## src/design/fqd_pkg.sv

```systemverilog
`timescale 1ns / 1ps
`default_nettype none
package fqd_pkg;

  localparam int DEPTH_DEF = 16;
  localparam int DATA_W    = 32;
  localparam int LEN_W     = 5;

  typedef enum logic [1:0] {
    CMD_ENQ = 2'd0,
    CMD_DEQ = 2'd1,
    CMD_DEL = 2'd2,
    CMD_RSV = 2'd3
  } cmd_t;

  typedef struct packed {
    logic occ;
    logic load;
    logic deq;
    logic del;
  } cell_ctrl_t;

endpackage
`default_nettype wire

```

## src/design/fqd_cell.sv

```systemverilog
`timescale 1ns / 1ps
`default_nettype none
module fqd_cell (
  input  wire logic                        clk,
  input  wire fqd_pkg::cell_ctrl_t         ctrl,
  input  wire logic [fqd_pkg::DATA_W-1:0]  word,
  input  wire logic [fqd_pkg::DATA_W-1:0]  nbr_data,
  input  wire logic                        found_in,
  output logic                             found_out,
  output logic [fqd_pkg::DATA_W-1:0]       data
);

  logic [fqd_pkg::DATA_W-1:0] data_r;
  logic [fqd_pkg::DATA_W-1:0] data_nxt;
  logic                       hit;

  assign hit       = ctrl.occ && (data_r == word);
  assign found_out = found_in | hit;
  assign data      = data_r;

  always_comb begin
    data_nxt = data_r;
    if (ctrl.deq || (ctrl.del && found_out)) begin
      data_nxt = nbr_data;
    end else if (ctrl.load) begin
      data_nxt = word;
    end
  end

  always_ff @(posedge clk) begin
    data_r <= data_nxt;
  end

endmodule
`default_nettype wire

```

## src/design/fifo_queue_with_delete_core.sv

```systemverilog
// FIFO queue with delete, one command per transfer.
// Input channel (in_valid/in_ready): in_cmd is enqueue, dequeue or delete,
// in_data_in the word to append or to remove; a zero word is rejected.
// Result channel (out_valid/out_ready): out_status (0 ok, 1 fail),
// out_data_out (word removed by a dequeue, else zero), out_length (entries
// held after the command).
// Storage is a row of DEPTH cells, oldest word in cell 0. Every command
// finishes in the cycle it is accepted: each cell compares its word and
// shifts from its right neighbor in parallel, and the match flag ripples
// along the row, so delete is no slower than the others.
// The result is registered and appears in the cycle after the input transfer.
// Throughput: one command per cycle while the result is taken in time.
// When the receiver stalls, the result holds in the output register and
// in_ready drops until it is taken; nothing is lost.
// Reset empties the queue and clears out_valid; it is usable in the next
// cycle with no clearing pass.
`timescale 1ns / 1ps
`default_nettype none
module fifo_queue_with_delete_core #(
  parameter int DEPTH = fqd_pkg::DEPTH_DEF
) (
  input  wire logic                        clk,
  input  wire logic                        rst_n,
  input  wire logic                        in_valid,
  output logic                             in_ready,
  input  wire logic [1:0]                  in_cmd,
  input  wire logic [fqd_pkg::DATA_W-1:0]  in_data_in,
  output logic                             out_valid,
  input  wire logic                        out_ready,
  output logic                             out_status,
  output logic [fqd_pkg::DATA_W-1:0]       out_data_out,
  output logic [fqd_pkg::LEN_W-1:0]        out_length
);

  localparam int CW = $clog2(DEPTH + 1);

  logic [CW-1:0]                 count_r, count_nxt;
  logic                          out_valid_r, out_valid_nxt;
  logic                          out_status_r, out_status_nxt;
  logic [fqd_pkg::DATA_W-1:0]    out_data_r, out_data_nxt;
  logic [fqd_pkg::LEN_W-1:0]     out_length_r, out_length_nxt;

  logic                          fire;
  fqd_pkg::cmd_t                 cmd;
  logic                          word_nz;
  logic                          is_enq, is_deq, is_del;
  logic                          enq_ok, deq_ok, del_ok;
  logic [DEPTH:0]                found;
  logic [fqd_pkg::DATA_W-1:0]    cell_data [DEPTH];

  assign in_ready = !out_valid_r || out_ready;
  assign fire     = in_valid && in_ready;
  assign cmd      = fqd_pkg::cmd_t'(in_cmd);
  assign word_nz  = |in_data_in;
  assign is_enq   = (cmd == fqd_pkg::CMD_ENQ);
  assign is_deq   = (cmd == fqd_pkg::CMD_DEQ);
  assign is_del   = (cmd == fqd_pkg::CMD_DEL);
  assign enq_ok   = fire && is_enq && word_nz && (count_r < CW'(DEPTH));
  assign deq_ok   = fire && is_deq && (count_r != '0);
  assign del_ok   = fire && is_del && word_nz && found[DEPTH];

  assign found[0] = 1'b0;

  for (genvar i = 0; i < DEPTH; i++) begin : g_cell
    fqd_pkg::cell_ctrl_t         ctrl;
    logic [fqd_pkg::DATA_W-1:0]  nbr;

    assign ctrl.occ  = (CW'(i) < count_r);
    assign ctrl.load = enq_ok && (CW'(i) == count_r);
    assign ctrl.deq  = deq_ok;
    assign ctrl.del  = del_ok;

    if (i == DEPTH - 1) begin : g_last
      assign nbr = cell_data[i];
    end else begin : g_mid
      assign nbr = cell_data[i+1];
    end

    fqd_cell u_cell (
      .clk       (clk),
      .ctrl      (ctrl),
      .word      (in_data_in),
      .nbr_data  (nbr),
      .found_in  (found[i]),
      .found_out (found[i+1]),
      .data      (cell_data[i])
    );
  end

  always_comb begin
    count_nxt = count_r;
    if (enq_ok) begin
      count_nxt = count_r + 1'b1;
    end else if (deq_ok || del_ok) begin
      count_nxt = count_r - 1'b1;
    end
  end

  always_comb begin
    out_valid_nxt  = out_valid_r;
    out_status_nxt = out_status_r;
    out_data_nxt   = out_data_r;
    out_length_nxt = out_length_r;
    if (out_valid_r && out_ready) begin
      out_valid_nxt = 1'b0;
    end
    if (fire) begin
      out_valid_nxt  = 1'b1;
      out_status_nxt = !(enq_ok || deq_ok || del_ok);
      out_data_nxt   = deq_ok ? cell_data[0] : '0;
      out_length_nxt = fqd_pkg::LEN_W'(count_nxt);
    end
  end

  always_ff @(posedge clk) begin
    if (!rst_n) begin
      count_r     <= '0;
      out_valid_r <= 1'b0;
    end else begin
      count_r     <= count_nxt;
      out_valid_r <= out_valid_nxt;
    end
  end

  always_ff @(posedge clk) begin
    out_status_r <= out_status_nxt;
    out_data_r   <= out_data_nxt;
    out_length_r <= out_length_nxt;
  end

  assign out_valid    = out_valid_r;
  assign out_status   = out_status_r;
  assign out_data_out = out_data_r;
  assign out_length   = out_length_r;

  a_count_bound: assert property (@(posedge clk) disable iff (!rst_n)
    count_r <= CW'(DEPTH))
    else $error("queue length above depth");

  a_enq_grow: assert property (@(posedge clk) disable iff (!rst_n)
    enq_ok |=> (count_r == $past(count_r) + 1'b1))
    else $error("enqueue did not grow the queue");

  a_fail_zero: assert property (@(posedge clk) disable iff (!rst_n)
    (out_valid_r && out_status_r) |-> (out_data_r == '0))
    else $error("failed command returned data");

  a_empty_deq: assert property (@(posedge clk) disable iff (!rst_n)
    (fire && is_deq && (count_r == '0)) |=> (out_valid_r && out_status_r))
    else $error("dequeue on empty queue did not fail");

endmodule
`default_nettype wire
```

## config.mk

```make
export PLATFORM = sky130hd
export DESIGN_NAME = fifo_queue_with_delete_core
export DESIGN_NICKNAME = d
export VERILOG_FILES = /design/src/design/fqd_pkg.sv /design/src/design/fqd_cell.sv /design/src/design/fifo_queue_with_delete_core.sv
export SDC_FILE = /design/constraint.sdc
export NUM_CORES = 1
export LEC_CHECK = 0
export BUFFER_PORTS_ARGS = -buffer_cell sky130_fd_sc_hd__buf_2
export CAP_MARGIN = 15
export CORE_UTILIZATION = 30
export DETAILED_ROUTE_END_ITERATION = 8
export GPL_TIMING_DRIVEN = 0
export PLACE_DENSITY = 0.51
export REMOVE_ABC_BUFFERS = 1
export SKIP_CTS_REPAIR_TIMING = 1
export SLEW_MARGIN = 25
export SYNTH_ARGS = -nofsm -noshare
export SYNTH_HDL_FRONTEND = slang
export SYNTH_SLANG_ARGS = --single-unit
export TNS_END_PERCENT = 5
```

## constraint.sdc

```tcl
create_clock -name clk -period 9.42 [get_ports clk]
set_clock_uncertainty 0.2 [all_clocks]
set_input_delay 0 -clock clk [delete_from_list [all_inputs] [get_ports clk]]
set_output_delay 0 -clock clk [all_outputs]
set_load 0.03 [all_outputs]
```

[Word level (Yosys, flattened, before mapping)]
Index checks and enable logic that the tools add are counted.
Word-level totals
  register bits after elaboration: 556
  bits of input ports: 38
  output and inout port bits: 40
  word-level logic and storage cells: 224
Operators by class
  $lt $le $gt $ge: 17
  equality and inequality tests: 33
  muxes and demuxes: 34
  $add $sub $neg: 2
  bitwise gates (word level): 16
  reduce and logical (&&, ||, !) cells: 101
Operator list (count)
  $mux W32: 30
  $eq A32 B32 Y1: 16
  $logic_and A1 B1 Y1: 58
  $eq A4 B5 Y1 const A: 8
  $lt A4 B5 Y1 const A: 8
  $reduce_bool A2 Y1: 16
  $reduce_or A32 Y1: 1
  $eq A3 B5 Y1 const A: 4
  $logic_or A1 B1 Y1: 20
  $lt A3 B5 Y1 const A: 4
  $or A1 B1 Y1: 15
  $eq A2 B5 Y1 const A: 2
  $lt A1 B5 Y1 const A: 2
  $lt A2 B5 Y1 const A: 2
  $mux W5: 2
  $add A5 B1 Y5 const B: 1
  $eq A1 B5 Y1 const A: 1
  $logic_not A5 Y1: 1
  $lt A5 B5 Y1 const B: 1
  $reduce_bool A5 Y1: 1
  $sub A5 B1 Y5 const B: 1
  $eq A2 B1 Y1 const B: 1
  $eq A2 B2 Y1 const B: 1
  $logic_not A1 Y1: 2
  other kinds (4): 5

[Logic depth before layout (Yosys ltp)]
Gate-level depths: netlist of the first run.
  depth in word-level cells: 22
  mapped depth: 14
  mapped depth without buffers: 10

[By module]
A second synthesis of the first run with hierarchy kept.
Unflattened totals
  cell total of the unflattened synthesis: 3976
  area, all modules: 40471.3 µm²
Modules (own cells, without submodules)
  fqd_cell: sequential area each 960.9 µm², times used 16, area an instance 2391.0 µm², cells each 236
  fifo_queue_with_delete_core: sequential area each 1261.2 µm², times used 1, area an instance 2214.6 µm², cells each 200

[Worst setup path before layout of the first run]
Ideal clock, no wire load.
  kind: reg2reg
  start point: reg out_valid_r (netlist: out_valid)
  end point: reg g_cell[11].u_cell.data_r (netlist bit g_cell[11].u_cell.data[0]), enable pin
  slack: 2.970 ns
  cell stages (with the launch flop): 8
  data arrival time: 5.740 ns
  data required time: 8.709 ns
  cells stage by stage: dfxtp_1 -> nand2b_1 -> nand2_1 -> inv_1 -> o211ai_1 -> nor3_1 -> inv_1 -> o41ai_1
On the way
  longest elaborated chain between the ends: 9
RTL lines
  start: declaration: RTL line fifo_queue_with_delete_core.sv:38  | logic out_valid_r, out_valid_nxt;
  start signal: assignment: RTL line fifo_queue_with_delete_core.sv:121  | out_valid_r <= out_valid_nxt;
  $logic_not A1 Y1 *: RTL line fifo_queue_with_delete_core.sv:51  | assign in_ready = !out_valid_r || out_ready;
  $logic_or A1 B1 Y1 *: RTL line fifo_queue_with_delete_core.sv:51
  named net in_ready: RTL line fifo_queue_with_delete_core.sv:25  | output logic in_ready,
  $logic_and A1 B1 Y1 *: RTL line fifo_queue_with_delete_core.sv:52  | assign fire = in_valid && in_ready;
  named net fire: RTL line fifo_queue_with_delete_core.sv:43  | logic fire;
  $logic_and A1 B1 Y1 (3 in series): RTL line fifo_queue_with_delete_core.sv:60  | assign del_ok = fire && is_del && word_nz && found[DEPTH];
  $logic_and A1 B1 Y1: RTL line fqd_cell.sv:23  | if (ctrl.deq || (ctrl.del && found_out)) begin
  $logic_or A1 B1 Y1: RTL line fqd_cell.sv:23
  $reduce_bool A2 Y1 (no line) *
  end signal: assignment: RTL line fqd_cell.sv:31  | data_r <= data_nxt;
  end: declaration: RTL line fqd_cell.sv:13  | logic [fqd_pkg::DATA_W-1:0] data_r;
Mark *: on every way through the listed nets, which the timed path passes. The rest lies on a longest branch.
A chain may end at the register's enable or synchronous reset.

[Final worst setup path of the first run]
  start point: reg count_r[2]
  end point: reg g_cell[11].u_cell.data_r (netlist bit g_cell[11].u_cell.data[11]), enable pin
On the way
  longest elaborated chain between the ends: 21
RTL lines
  start: declaration: RTL line fifo_queue_with_delete_core.sv:37  | logic [CW-1:0] count_r, count_nxt;
  start signal: assignment: RTL line fifo_queue_with_delete_core.sv:120  | count_r <= count_nxt;
  $lt A1 B5 Y1: RTL line fifo_queue_with_delete_core.sv:68  | assign ctrl.occ = (CW'(i) < count_r);
  $logic_and A1 B1 Y1: RTL line fqd_cell.sv:17  | assign hit = ctrl.occ && (data_r == word);
  $or A1 B1 Y1 (15 in series): RTL line fqd_cell.sv:18  | assign found_out = found_in | hit;
  $logic_and A1 B1 Y1: RTL line fifo_queue_with_delete_core.sv:60
  $logic_and A1 B1 Y1: RTL line fqd_cell.sv:23
  $logic_or A1 B1 Y1: RTL line fqd_cell.sv:23
  $reduce_bool A2 Y1 (no line) *
Every way passes the cells marked *; elsewhere a longest branch is shown, timed or not.

==> results_dict.tcl, run 1 <==
set metrics [dict create \
    tightest_slew_ns 1.081 \
    wire_per_inst_um 24.15 \
    rsz0062_at_grt "no" \
    cts_buffers 61 \
    grt_pass1_vias 17855 \
    num_vias 17082 \
    status "finished with violations" \
    slew_viol_final 0 \
    worstPathMaxFanout 33 \
    cp_cell_sequence "nor3_4 -> a2111oi_4 -> buf_4 -> a31oi_1 -> nand3_1 -> nor3_4 -> nand3b_1 -> nand2_2 -> o41ai_2 -> buf_2 -> buf_2 -> buf_2 -> buf_2" \
    drt_pass1_iterations 5 \
    start_util_pct 30.34 \
    endpoint_kind "flop" \
    clock-root-buffer "clkbuf_16" \
    ys_seq_area_share_pct 55.54 \
    synth_area_leaders "edfxtp_1, mux2_1, xnor2_1" \
    finalHoldViolCount 2 \
    dpl_cell_area_um2 31950 \
    setup_violations 0 \
    tns_ns 0 \
    netlist_area_um2 29950 \
    ys_warn_count 0 \
    cp_data_arrival_time_ns 5.81 \
    ir_drop_v 0.0001358 \
    synth_most_common_cell "edfxtp_1" \
    ios 78 \
    drc_errors 0 \
    seq_area_um2 16640 \
    stdcell_count 3472 \
    antenna_left 0 \
    cts.clk_slew.worst_paths_ns 0.06 \
    gr-total-overflow 0 \
    period_minus_slack_ns 5.633 \
    syn_to_final_growth_pct 14.90 \
    drive_gt1_share_pct 21.69 \
    design_area_um2 34410 \
    fillers 9475 \
    drv_cap 0 \
    slew-limit-headroom_pct 27.92 \
    worst_slack_ns 3.787 \
    antenna_found_initial 3 \
    cts.path.max_buffers 3 \
    ys_ff_latch 556 \
    post-place-ws_ns 3.624 \
    clock_sinks 556 \
    dieArea_um2 101100 \
    gp_congestion 0.7937 \
    multi_input_area_um2 12430 \
    cp.required_ns 9.59 \
    synth_ff_type "edfxtp_1" \
    cp_top_family "simple AND/OR/NAND/NOR gates" \
    drt_iter0_markers 1354 \
    synth_area_leader_cell "edfxtp_1" \
    synthTopCellsByCount "edfxtp_1, xnor2_1, mux2_1" \
    grt_max_degree 35 \
    place.detailed.hpwl_um 56660 \
    holdWs_ns -0.02205 \
    crit_top_cell "buf_2" \
    nets 2178 \
    syn_avg_cell_area_um2 14.24 \
    crit_slowest_cell "nor3_4" \
    synth_edf_count 550 \
    clock.fmax_ghz 0.1775 \
    routed_via_density 4.920 \
    finalCritPeriodShare_pct 59.80 \
    die_w_um 318.0 \
    power_density_nw_per_um2 163.4 \
    hp-class "input pin to flop" \
    synth_cell_types 63 \
    clock_latency_ns 0.64 \
    portBuffers 77 \
    wl_um 83860 \
    violations "negative hold slack" \
    placementRows 115 \
    placed_cells 3319 \
    htreeDepth 2 \
    power_leakage_nw 11.06 \
    crit_type "flop to flop" \
    tritoncts "yes" \
    grt_pass1_wl_um 123700 \
    netlist.area_leader.share_pct 55.14 \
    worstSetupStartpointType "flop" \
    core_um2 98710 \
    fp.dieH_um 318.0 \
    syn_inst 2103 \
    grt_use_total_pct 16.35 \
    n_antenna_cell 0 \
    max_stage_delay_ns 0.76 \
    crit_buf_inv 5 \
    async_reset_ff_share_pct 0 \
]
tightest hold or removal path: cells and delay by family:
family | cells | cell delay [ns]
and+or+nand+nor | 2 | 0.35
buffers and inverters | 2 | 0.17
AOI/OAI and AO/OA | 1 | 0.13
final cells by class:
| type | count | share of cell area (%) |
|---|---|---|
| clock inverters | 47 | 1.331 |
| flip-flops and latches | 556 | 48.34 |
| repair buffers | 156 | 4.915 |
| well taps | 1287 | 4.679 |
| inverters | 11 | 0.1200 |
| multi-input cells | 1349 | 36.12 |
| clock buffers | 66 | 4.490 |
through the flow:
stage                     total power [mW]  util, %
final                                5.622    34.87
after floorplan                      3.017        -
after global routing                 5.801    34.87
after global placement               3.211    31.25
after CTS                            5.672    34.39
after detailed placement             3.221    32.36
layer usage:
| metal | GRT usage [%] | vias to the layer above | part of all wire, % |
|---|---|---|---|
| li1 | - | 7826 | - |
| met1 | 22.46 | 8755 | 46 |
| met2 | 27.37 | 383 | 48 |
| met3 | 2.051 | 116 | 4.3 |
| met4 | 3.668 | 2 | 2.0 |
| met5 | 0 | - | 0.016 |
cells in the final DEF, fill, tap and decap left out, types with 17 or more instances in the layout:
cell type      netlist  layout
mux2_2             222     222
xor2_1             222     222
clkbuf_16            0      61
edfxtp_1           550     550
xnor2_1            291     291
buf_16               0      23
dlygate4sd3_1        0      37
nand2_1             26      23
clkinv_1             0      17
buf_4               36      22
buf_2               77      62
and2_1              32      32
nor3_1              18      17
nand4_1             81      81
nor4_1              71      71
mux2_1             258     258
kinds of logic (layout without fill, tap and decap cells):
kind of cell	Yosys count	after routing	share of synthesized area [%]
xor+xnor	513	513	15.00
compound gates	58	58	1.529
mux	481	481	18.08
buf+inv	198	280	3.806
flops	556	556	55.54
fa+ha+maj	5	5	0.2089
simple gates	292	292	5.832
registers in the layout (all words and copies together) (netlist names):
signal	cells
g_cell.u_cell.data	512
out_data_out	32
count_r	5
out_length	5
out_status	1
out_valid	1
power by group:
group / total, mW / switching, mW / internal (mW)
Clock: 2.44 / 1.02 / 1.42
Sequential: 2.75 / 0.0124 / 2.74
Combinational: 0.433 / 0.263 / 0.171
path summary, 6_finish.rpt:
kind                                 startpoint                                    to  slack, ns  depth (start not counted)
max                       count_r[2]$_SDFF_PN0_  g_cell[11].u_cell.data[11]$_DFFE_PP_       3.79                         13
min                                   in_cmd[0]                  out_status$_DFFE_PP_      -0.02                          5
max reg2reg               count_r[2]$_SDFF_PN0_  g_cell[11].u_cell.data[11]$_DFFE_PP_       3.79                         13
min reg2reg  g_cell[3].u_cell.data[8]$_DFFE_PP_    g_cell[2].u_cell.data[8]$_DFFE_PP_       0.37                          1
No activity file was read; power rests on OpenSTA's default activity.
==> inputs of run 2 (changes only) <==
==> constraint.sdc (replaced) <==
create_clock -name clk -period 5.7 [get_ports clk]
set_clock_uncertainty 0.2 [all_clocks]
set_input_delay 0 -clock clk [delete_from_list [all_inputs] [get_ports clk]]
set_output_delay 0 -clock clk [all_outputs]
set_load 0.03 [all_outputs]
==> results_dict.tcl, run 2 (synthesized netlist as in run 1, its figures left out) <==
set metrics [dict create \
    drv_cap 0 \
    top_usage_layer "met2" \
    max_stage_delay_ns 0.87 \
    start_util_pct 30.34 \
    cp_top_family "simple AND/OR/NAND/NOR gates" \
    power_frac_seq_pct 48.9 \
    antenna_left 0 \
    fp.dieH_um 318.0 \
    final_cell_mix "edfxtp_1, xnor2_1, mux2_1" \
    wl_um 83850 \
    clock-root-buffer "clkbuf_16" \
    finalCritPeriodShare_pct 94.55 \
    holdWs_ns -0.01435 \
    endpoint_kind "flop" \
    post-place-ws_ns -0.09631 \
    grtUsageMet2_pct 27.37 \
    layout_commonest_cell "edfxtp_1" \
    portBuffers 77 \
    ios 78 \
    n_antenna_cell 0 \
    min_path_cells 5 \
    cp.required_ns 5.82 \
    power_frac_clock_pct 43.4 \
    r2r-end "g_cell[11].u_cell.data[11]$_DFFE_PP_" \
    crit_slowest_cell "nor4_1" \
    crit_top_cell "buf_2" \
    grtUsageMet1_pct 22.46 \
    grt_max_degree 35 \
    r2r_start "count_r[4]$_SDFF_PN0_" \
    ff2ff_setup_slack_ns 0.46 \
    period_minus_slack_ns 5.389 \
    swShare_pct 23.00 \
    clock_sinks 556 \
    num_vias 17071 \
    tightest_slew_ns 1.084 \
    worstSetupStartpointType "input pin" \
    tns_ns 0 \
    drt_pass1_iterations 5 \
    core_um2 98710 \
    hp-class "input pin to flop" \
    wire_per_inst_um 24.13 \
    rsz0062_at_grt "no" \
    placementRows 115 \
    cts.clk_slew.worst_paths_ns 0.06 \
    cp_cell_sequence "dlygate4sd3_1 -> buf_2 -> xor2_1 -> nor4_1 -> nand4_1 -> nor4_1 -> or4_1 -> nor3_4 -> buf_4 -> nand3b_1 -> nand2_4 -> o41ai_2 -> buf_2 -> buf_2 -> buf_2 -> buf_2" \
    htreeDepth 2 \
    power_mw 9.298 \
    setup_violations 0 \
    antenna_found_initial 3 \
    ir_drop_v 0.0002239 \
    slew-limit-headroom_pct 27.76 \
    power_density_nw_per_um2 270.0 \
    die_w_um 318.0 \
    finalHoldViolCount 2 \
    crit_type "input pin to flop" \
    cts.path.max_buffers 3 \
    met3_usage_pct 2.051 \
    tritoncts "yes" \
    status "finished with violations" \
    cp_data_arrival_time_ns 5.51 \
    internal-power_mw 7.159 \
    place.detailed.hpwl_um 56660 \
    gp_congestion 0.7937 \
    hold_end "out_status$_DFFE_PP_" \
    reg2reg_depth 13 \
    grt_pass1_vias 17855 \
    final_util_pct 34.89 \
    dieArea_um2 101100 \
    drive_gt1_share_pct 21.80 \
    grt_pass1_wl_um 123700 \
    power_frac_comb_pct 7.7 \
    cts_buffers 61 \
    clock.fmax_ghz 0.1856 \
    grt_use_total_pct 16.35 \
    p_sw_mw 2.138 \
    hold_start "in_cmd[0]" \
    violations "negative hold slack" \
    gr-total-overflow 0 \
    drc_errors 0 \
    slew_viol_final 0 \
    routed_via_density 4.913 \
    nets 2181 \
    drt_iter0_markers 1320 \
    power_leakage_nw 11.09 \
    syn_to_final_growth_pct 14.99 \
    clock_latency_ns 0.64 \
    crit_buf_inv 7 \
    worst_slack_ns 0.3106 \
    largest_reg_flops 512 \
    worstPathMaxFanout 33 \
]
==> run 2: cell count changes in the layout (fill, tap and decap cells not counted) <==
cell / before / now
nand2_2: 3 / 2
nand2_4: 0 / 1
buf_4: 22 / 25
==> run 2: worst max-delay path by stage <==
stage / startpoint / endpoint / slack (ns) / cells past startpoint
after CTS: count_r[2]$_SDFF_PN0_ / g_cell[1].u_cell.data[21]$_DFFE_PP_ / -0.13 / 9
after floorplan: out_valid$_SDFFE_PN0P_ / g_cell[11].u_cell.data[0]$_DFFE_PP_ / -1.34 / 7
after global routing: in_data_in[26] / g_cell[11].u_cell.data[8]$_DFFE_PP_ / 0.05 / 16
after detailed placement: in_data_in[13] / g_cell[11].u_cell.data[8]$_DFFE_PP_ / -0.1 / 14
after global placement: out_valid$_SDFFE_PN0P_ / g_cell[11].u_cell.data[21]$_DFFE_PP_ / -4.31 / 7
final: in_data_in[26] / g_cell[11].u_cell.data[11]$_DFFE_PP_ / 0.31 / 16
==> run 2: area by class of cell <==
| class | count | area, um^2 |
|---|---|---|
| well taps | 1287 | 1610 |
| repair buffers | 159 | 1714 |
| multi-input cells | 1349 | 12440 |
| clock inverters | 47 | 457.9 |
| inverters | 11 | 41.29 |
| fillers | 9476 | 64270 |
| flip-flops and latches | 556 | 16640 |
| clock buffers | 66 | 1545 |
==> run 2: metrics by stage <==
step           cells  area [um^2]
2_1_floorplan   1916        28850
3_3_place_gp    3280        30850
3_5_place_dp    3319        31950
4_1_cts         3432        33950
5_1_grt         3475        34440
6_report        3475        34440
==> run 2: power by group through the flow <==
stage	Combinational (mW)	Sequential, mW	Clock, mW
2_1_floorplan	0.332	4.65	0
6_report	0.718	4.55	4.03
4_1_cts	0.696	4.55	4.13
5_1_grt	0.768	4.55	4.27
3_5_place_dp	0.689	4.63	0
3_3_place_gp	0.671	4.64	0
==> run 2: layer usage <==
| layer | part of all wire [%] | wire, um |
|---|---|---|
| met5 | 0.016 | 13 |
| met4 | 2.0 | 1657 |
| met3 | 4.2 | 3557 |
| met2 | 48 | 40050 |
| met1 | 46 | 38580 |
==> run 2: worst reg2reg max path, cell delays in order (launching register included) <==
cell      delay, ns
dfxtp_1        0.81
nor2_1         0.38
a221o_1        0.34
or4_1          0.39
nor3_1         0.58
a41o_1         0.33
a31oi_1        0.10
nand3b_1       0.18
nand2_4        0.29
o41ai_2        0.33
buf_2          0.32
buf_2          0.22
buf_2          0.21
buf_2          0.22
